<file path="src/sv/gri_pkg.sv">
// Package for the gyro rate integrator: constants, types, command/status structs
package gri_pkg;

    localparam int ACC_WIDTH = 56;
    localparam int CNT_WIDTH = 32;
    localparam int GAIN_WIDTH = 24;
    localparam int PROD_WIDTH = 40;
    localparam int AMT_WIDTH = 40;
    localparam int DIV_STEPS = ACC_WIDTH;
    localparam int DSTEP_WIDTH = $clog2(DIV_STEPS + 1);

    // Input word: x, y, z, status, tick (tlast carries round_end)
    localparam int IN_WIDTH = 88;
    // Output word: angles, offsets, status, count (tuser carries phase)
    localparam int OUT_WIDTH = 3 * ACC_WIDTH + 3 * AMT_WIDTH + 8 + CNT_WIDTH;
    localparam int OUT_BYTES = (OUT_WIDTH + 7) / 8;
    localparam int OUT_TDATA = OUT_BYTES * 8;

    localparam logic [2:0] REG_RATE_GAIN    = 3'd0;
    localparam logic [2:0] REG_CALIB_TARGET = 3'd1;
    localparam logic [2:0] REG_DRIFT_X      = 3'd2;
    localparam logic [2:0] REG_DRIFT_Y      = 3'd3;
    localparam logic [2:0] REG_DRIFT_Z      = 3'd4;
    localparam logic [2:0] REG_DRIFT_AMT    = 3'd5;

    typedef enum logic [2:0] {
        ST_IDLE,
        ST_ACCUM,
        ST_DIV,
        ST_DRIFT,
        ST_OUT
    } t_state;

    typedef struct packed {
        logic load;       // latch input word, compute products
        logic accum;      // add products into the active accumulators
        logic div_start;  // start mean division for all axes
        logic div_step;   // one restoring-division step
        logic div_done;   // write means, switch phase
        logic drift_start;
        logic drift_step;
        logic drift_apply;
    } t_cmd;

    typedef struct packed {
        logic round_end;
        logic calib_done;  // count, including the current sample, reached target
        logic phase;
        logic div_last;
        logic drift_last;
    } t_sts;

    function automatic logic signed [ACC_WIDTH-1:0] sat_add(
        input logic signed [ACC_WIDTH-1:0] a,
        input logic signed [ACC_WIDTH-1:0] b
    );
        logic signed [ACC_WIDTH:0] s;
        s = {a[ACC_WIDTH-1], a} + {b[ACC_WIDTH-1], b};
        if (s[ACC_WIDTH] != s[ACC_WIDTH-1]) begin
            sat_add = s[ACC_WIDTH] ? {1'b1, {(ACC_WIDTH-1){1'b0}}}
                                   : {1'b0, {(ACC_WIDTH-1){1'b1}}};
        end else begin
            sat_add = s[ACC_WIDTH-1:0];
        end
    endfunction

endpackage

</file>
<file path="src/sv/gri_ctrl.sv">
// Controller state machine for the gyro rate integrator
module gri_ctrl (
    input  logic              i_clk,
    input  logic              i_rst_n,
    input  logic              i_in_valid,
    input  logic              i_out_ready,
    input  gri_pkg::t_sts     i_sts,
    output logic              o_in_ready,
    output logic              o_out_valid,
    output gri_pkg::t_cmd     o_cmd
);

    gri_pkg::t_state r_state, n_state;

    always_ff @(posedge i_clk) begin
        if (!i_rst_n) begin
            r_state <= gri_pkg::ST_IDLE;
        end else begin
            r_state <= n_state;
        end
    end

    always_comb begin
        n_state = r_state;
        unique case (r_state)
            gri_pkg::ST_IDLE: if (i_in_valid) n_state = gri_pkg::ST_ACCUM;
            gri_pkg::ST_ACCUM: begin
                if (!i_sts.round_end) begin
                    n_state = gri_pkg::ST_IDLE;
                end else if (!i_sts.phase) begin
                    n_state = i_sts.calib_done ? gri_pkg::ST_DIV : gri_pkg::ST_OUT;
                end else begin
                    n_state = gri_pkg::ST_DRIFT;
                end
            end
            gri_pkg::ST_DIV:   if (i_sts.div_last) n_state = gri_pkg::ST_OUT;
            gri_pkg::ST_DRIFT: if (i_sts.drift_last) n_state = gri_pkg::ST_OUT;
            gri_pkg::ST_OUT:   if (i_out_ready) n_state = gri_pkg::ST_IDLE;
            default: n_state = gri_pkg::ST_IDLE;
        endcase
    end

    always_comb begin
        o_cmd = '0;
        o_in_ready = 1'b0;
        o_out_valid = 1'b0;
        unique case (r_state)
            gri_pkg::ST_IDLE: begin
                o_in_ready = 1'b1;
                o_cmd.load = i_in_valid;
            end
            gri_pkg::ST_ACCUM: begin
                o_cmd.accum = 1'b1;
                o_cmd.div_start = i_sts.round_end && !i_sts.phase && i_sts.calib_done;
                o_cmd.drift_start = i_sts.round_end && i_sts.phase;
            end
            gri_pkg::ST_DIV: begin
                o_cmd.div_step = !i_sts.div_last;
                o_cmd.div_done = i_sts.div_last;
            end
            gri_pkg::ST_DRIFT: begin
                o_cmd.drift_step = !i_sts.drift_last;
                o_cmd.drift_apply = i_sts.drift_last;
            end
            gri_pkg::ST_OUT: o_out_valid = 1'b1;
            default: ;
        endcase
    end

endmodule

</file>
<file path="config.mk">
export PLATFORM = sky130hd
export DESIGN_NAME = gri_ctrl
export DESIGN_NICKNAME = d
export VERILOG_FILES = /design/src/sv/gri_pkg.sv /design/src/sv/gri_ctrl.sv
export SDC_FILE = /design/constraint.sdc
export NUM_CORES = 1
export LEC_CHECK = 0
export ABC_AREA = 1
export BUFFER_PORTS_ARGS = -buffer_cell sky130_fd_sc_hd__buf_2
export CORE_AREA = 3 3 40 42
export DETAILED_ROUTE_END_ITERATION = 8
export DIE_AREA = 0 0 43 45
export SYNTH_ARGS = -nofsm -noshare
export SYNTH_HDL_FRONTEND = slang
export SYNTH_SLANG_ARGS = --single-unit
export TNS_END_PERCENT = 30
</file>
<file path="constraint.sdc">
create_clock -name i_clk -period 3.1 [get_ports i_clk]
set_input_delay 0.155 -clock i_clk [delete_from_list [all_inputs] [get_ports i_clk]]
set_output_delay 0.155 -clock i_clk [all_outputs]
set_load 0.05 [all_outputs]
</file>
==> impl_metrics.yaml <==
timing:
  holdWs_ns: 0.166
  finalSetupViolations: 0
  period_minus_slack_ns: 1.59
  hold_viol_final: 0
  fin_crit_sh_pct: 51.4
  drv_slew: 0
  fmax_mhz: 628
  slew_headroom_pct: 84.1
  skew_ns: 0.00134
  setup_tns_ns: 0
  worst_slew_pin_slew_ns: 0.238
  rsz0062_at_grt: "no"
cts:
  cts_hold_repair.buffers: 0
  post_cts_buffers: 0
  cts_sinks: 3
  clock_path_buffers: 2
  clk_pin_slew_worst_paths_ns: 0.04
  root_buffer: "clkbuf_4"
  cts_buffers: 3
  insertion_delay_ns: 0.22
  cts_max_level: 1
  cts_resized: 0
  cts_tree: "done"
cells_and_area:
  fillers: 158
  reg_top3: "r_state x3"
  largest_reg_flops: 3
  n_antenna_cell: 0
  largest-register: "r_state"
  area_growth_pct: 46.0
  drive_gt1_share_pct: 40.3
  fin_nets: 87
worst_setup_path:
  r2r_cells: 7
  crit_required_ns: 2.94
  crit_path_max_incr_delay_ns: 0.36
  slowest_stage: "dfxtp_1"
  critPathKind: "reg2out"
  r2r_start: "r_state[1]"
  start_kind: "flop"
  crit_chain: "nor2_2 -> nand2_2 -> nor2_1 -> inv_1 -> nor3b_1 -> buf_2"
  arrival_ns: 1.44
  end_kind: "primary output"
  worstPathMaxFanout: 6
  ff2ff_setup_slack_ns: 1.91
  r2r_end: "r_state[0]"
min_path:
  min_delay_path_depth: 2
  min_to: "r_state[1]"
  worstHoldStart: "i_rst_n"
  hp-class: "in2reg"
power:
  powerDensity_nw_per_um2: 969
  power.static_leakage_uw: 0.000276
  peakVddDrop_mv: 0.304
global_route:
  grt_pass1_vias: 315
  grt_pass1_wl_mm: 1.19
  overflow: 0
  antenna_found_initial: 0
  grt_max_degree: 7
  grt.total_usage_pct: 7.90
die:
  rows: 13
  io_pins: 19
  initial_core_util_pct: 22.9
  design.core.area_um2: 1280
  chipHeight_um: 45
  fp.dieW_um: 43
  die_area_um2: 1940
yosys:
  synth.avg_cell_area_um2: 5.35
  netlist_instances: 55
  ys_ff_latch: 3
  ys_seq_area_share_pct: 20.4
  yosys_warnings: 0
  synth_area_um2: 294
  synthesis.nets: 64
  synth_cell_types: 14
detailed_routing:
  finalWirelength_um: 723
  ant_nets: 0
  vias: 371
  drt-initial-drc-count: 3
  avgViaCountPerCell: 4.03
  drt_first_pass_iters: 4
  wl_per_cell_um: 7.86
  drc: 0
outcome:
  status: "finished, final reports clean"
placed_design:
  hpwl_um: 633
  place_congestion: 0.725
  portBuffers: 18
job:
  maxCapViolations: 0
## through the flow
stage | instance area, um2 | utilization [%] | cells | total power [uW] | worst slack (ns)
after detailed placement | 403 | 31.4 | 88 | 353 | 1.74
after global placement | 403 | 31.4 | 88 | 350 | 1.76
after floorplan | 294 | - | 55 | 295 | 1.09
final | 429 | 33.4 | 92 | 416 | 1.51
after CTS | 429 | 33.4 | 92 | 424 | 1.48
after global routing | 429 | 33.4 | 92 | 447 | 1.35
## cells in the final DEF, fill, tap and decap left out
cell type	n
nand3_2	1
o22ai_1	1
clkbuf_4	3
buf_2	18
nor2_2	4
nand3_1	2
nand2_1	9
nor3_1	1
inv_1	13
nand2_2	3
inv_2	2
clkbuf_1	1
o21a_1	1
o21ai_0	1
nor3b_1	1
nor2_1	13
dfxtp_1	3
## kinds of logic (layout without fill, tap and decap cells)
logic type	count (synthesis)	in the layout	share of synthesized area, %
AO/OA/AOI/OAI	3	3	6.38
flip-flops	3	3	20.4
buffers and inverters	15	37	19.2
AND/OR/NAND/NOR	34	34	54.0
## cell usage after synthesis
library cell | n | area [um2]
dfxtp_1 | 3 | 60.1
inv_1 | 13 | 48.8
inv_2 | 2 | 7.51
nand2_1 | 9 | 33.8
nand2_2 | 3 | 18.8
nand3_1 | 2 | 10.0
nand3_2 | 1 | 10.0
nor2_1 | 13 | 48.8
nor2_2 | 4 | 25.0
nor3_1 | 1 | 5.00
nor3b_1 | 1 | 7.51
o21a_1 | 1 | 7.51
o21ai_0 | 1 | 5.00
o22ai_1 | 1 | 6.26
## cell type report
class / count / area [um2] / share of cell area [%]
Multi-Input combinational cell: 37 / 178 / 41.4
Tap cell: 15 / 18.8 / 4.37
Clock buffer: 4 / 26.3 / 6.12
Timing Repair Buffer: 18 / 90.1 / 21.0
Sequential cell: 3 / 60.1 / 14.0
Inverter: 15 / 56.3 / 13.1
## per-layer routing
metal	share of wire, %	wire [um]	global-route usage, %	up-vias
met4	0	0	0	0
met2	48	344	15.0	14
met3	8.7	63	3.59	0
li1	-	-	-	208
met1	43	314	8.63	149
met5	0	0	0	-
## worst max-delay path by stage
stage,startpoint,to
finish,r_state[2],o_cmd[5]
global route,r_state[2],o_cmd[5]
CTS,r_state[2],o_cmd[5]
detailed placement,r_state[2],o_cmd[5]
global placement,r_state[2],o_cmd[5]
floorplan,r_state[2],o_cmd[5]
## critical path, delay by kind of cell, from the launching register on
kind / cells / cell delay [ns]
buf+inv: 2 / 0.34
flops: 1 / 0.36
simple gates: 4 / 0.51
## report_power, final
group | switching [uW] | leakage, uW | total [uW] | internal (uW)
clock network | 17.9 | 0.0000150 | 66.0 | 48.1
registers | 23.4 | 0.0000247 | 75.8 | 52.3
logic | 204 | 0.000236 | 274 | 70.6
Power figures use the tool's default switching activity.
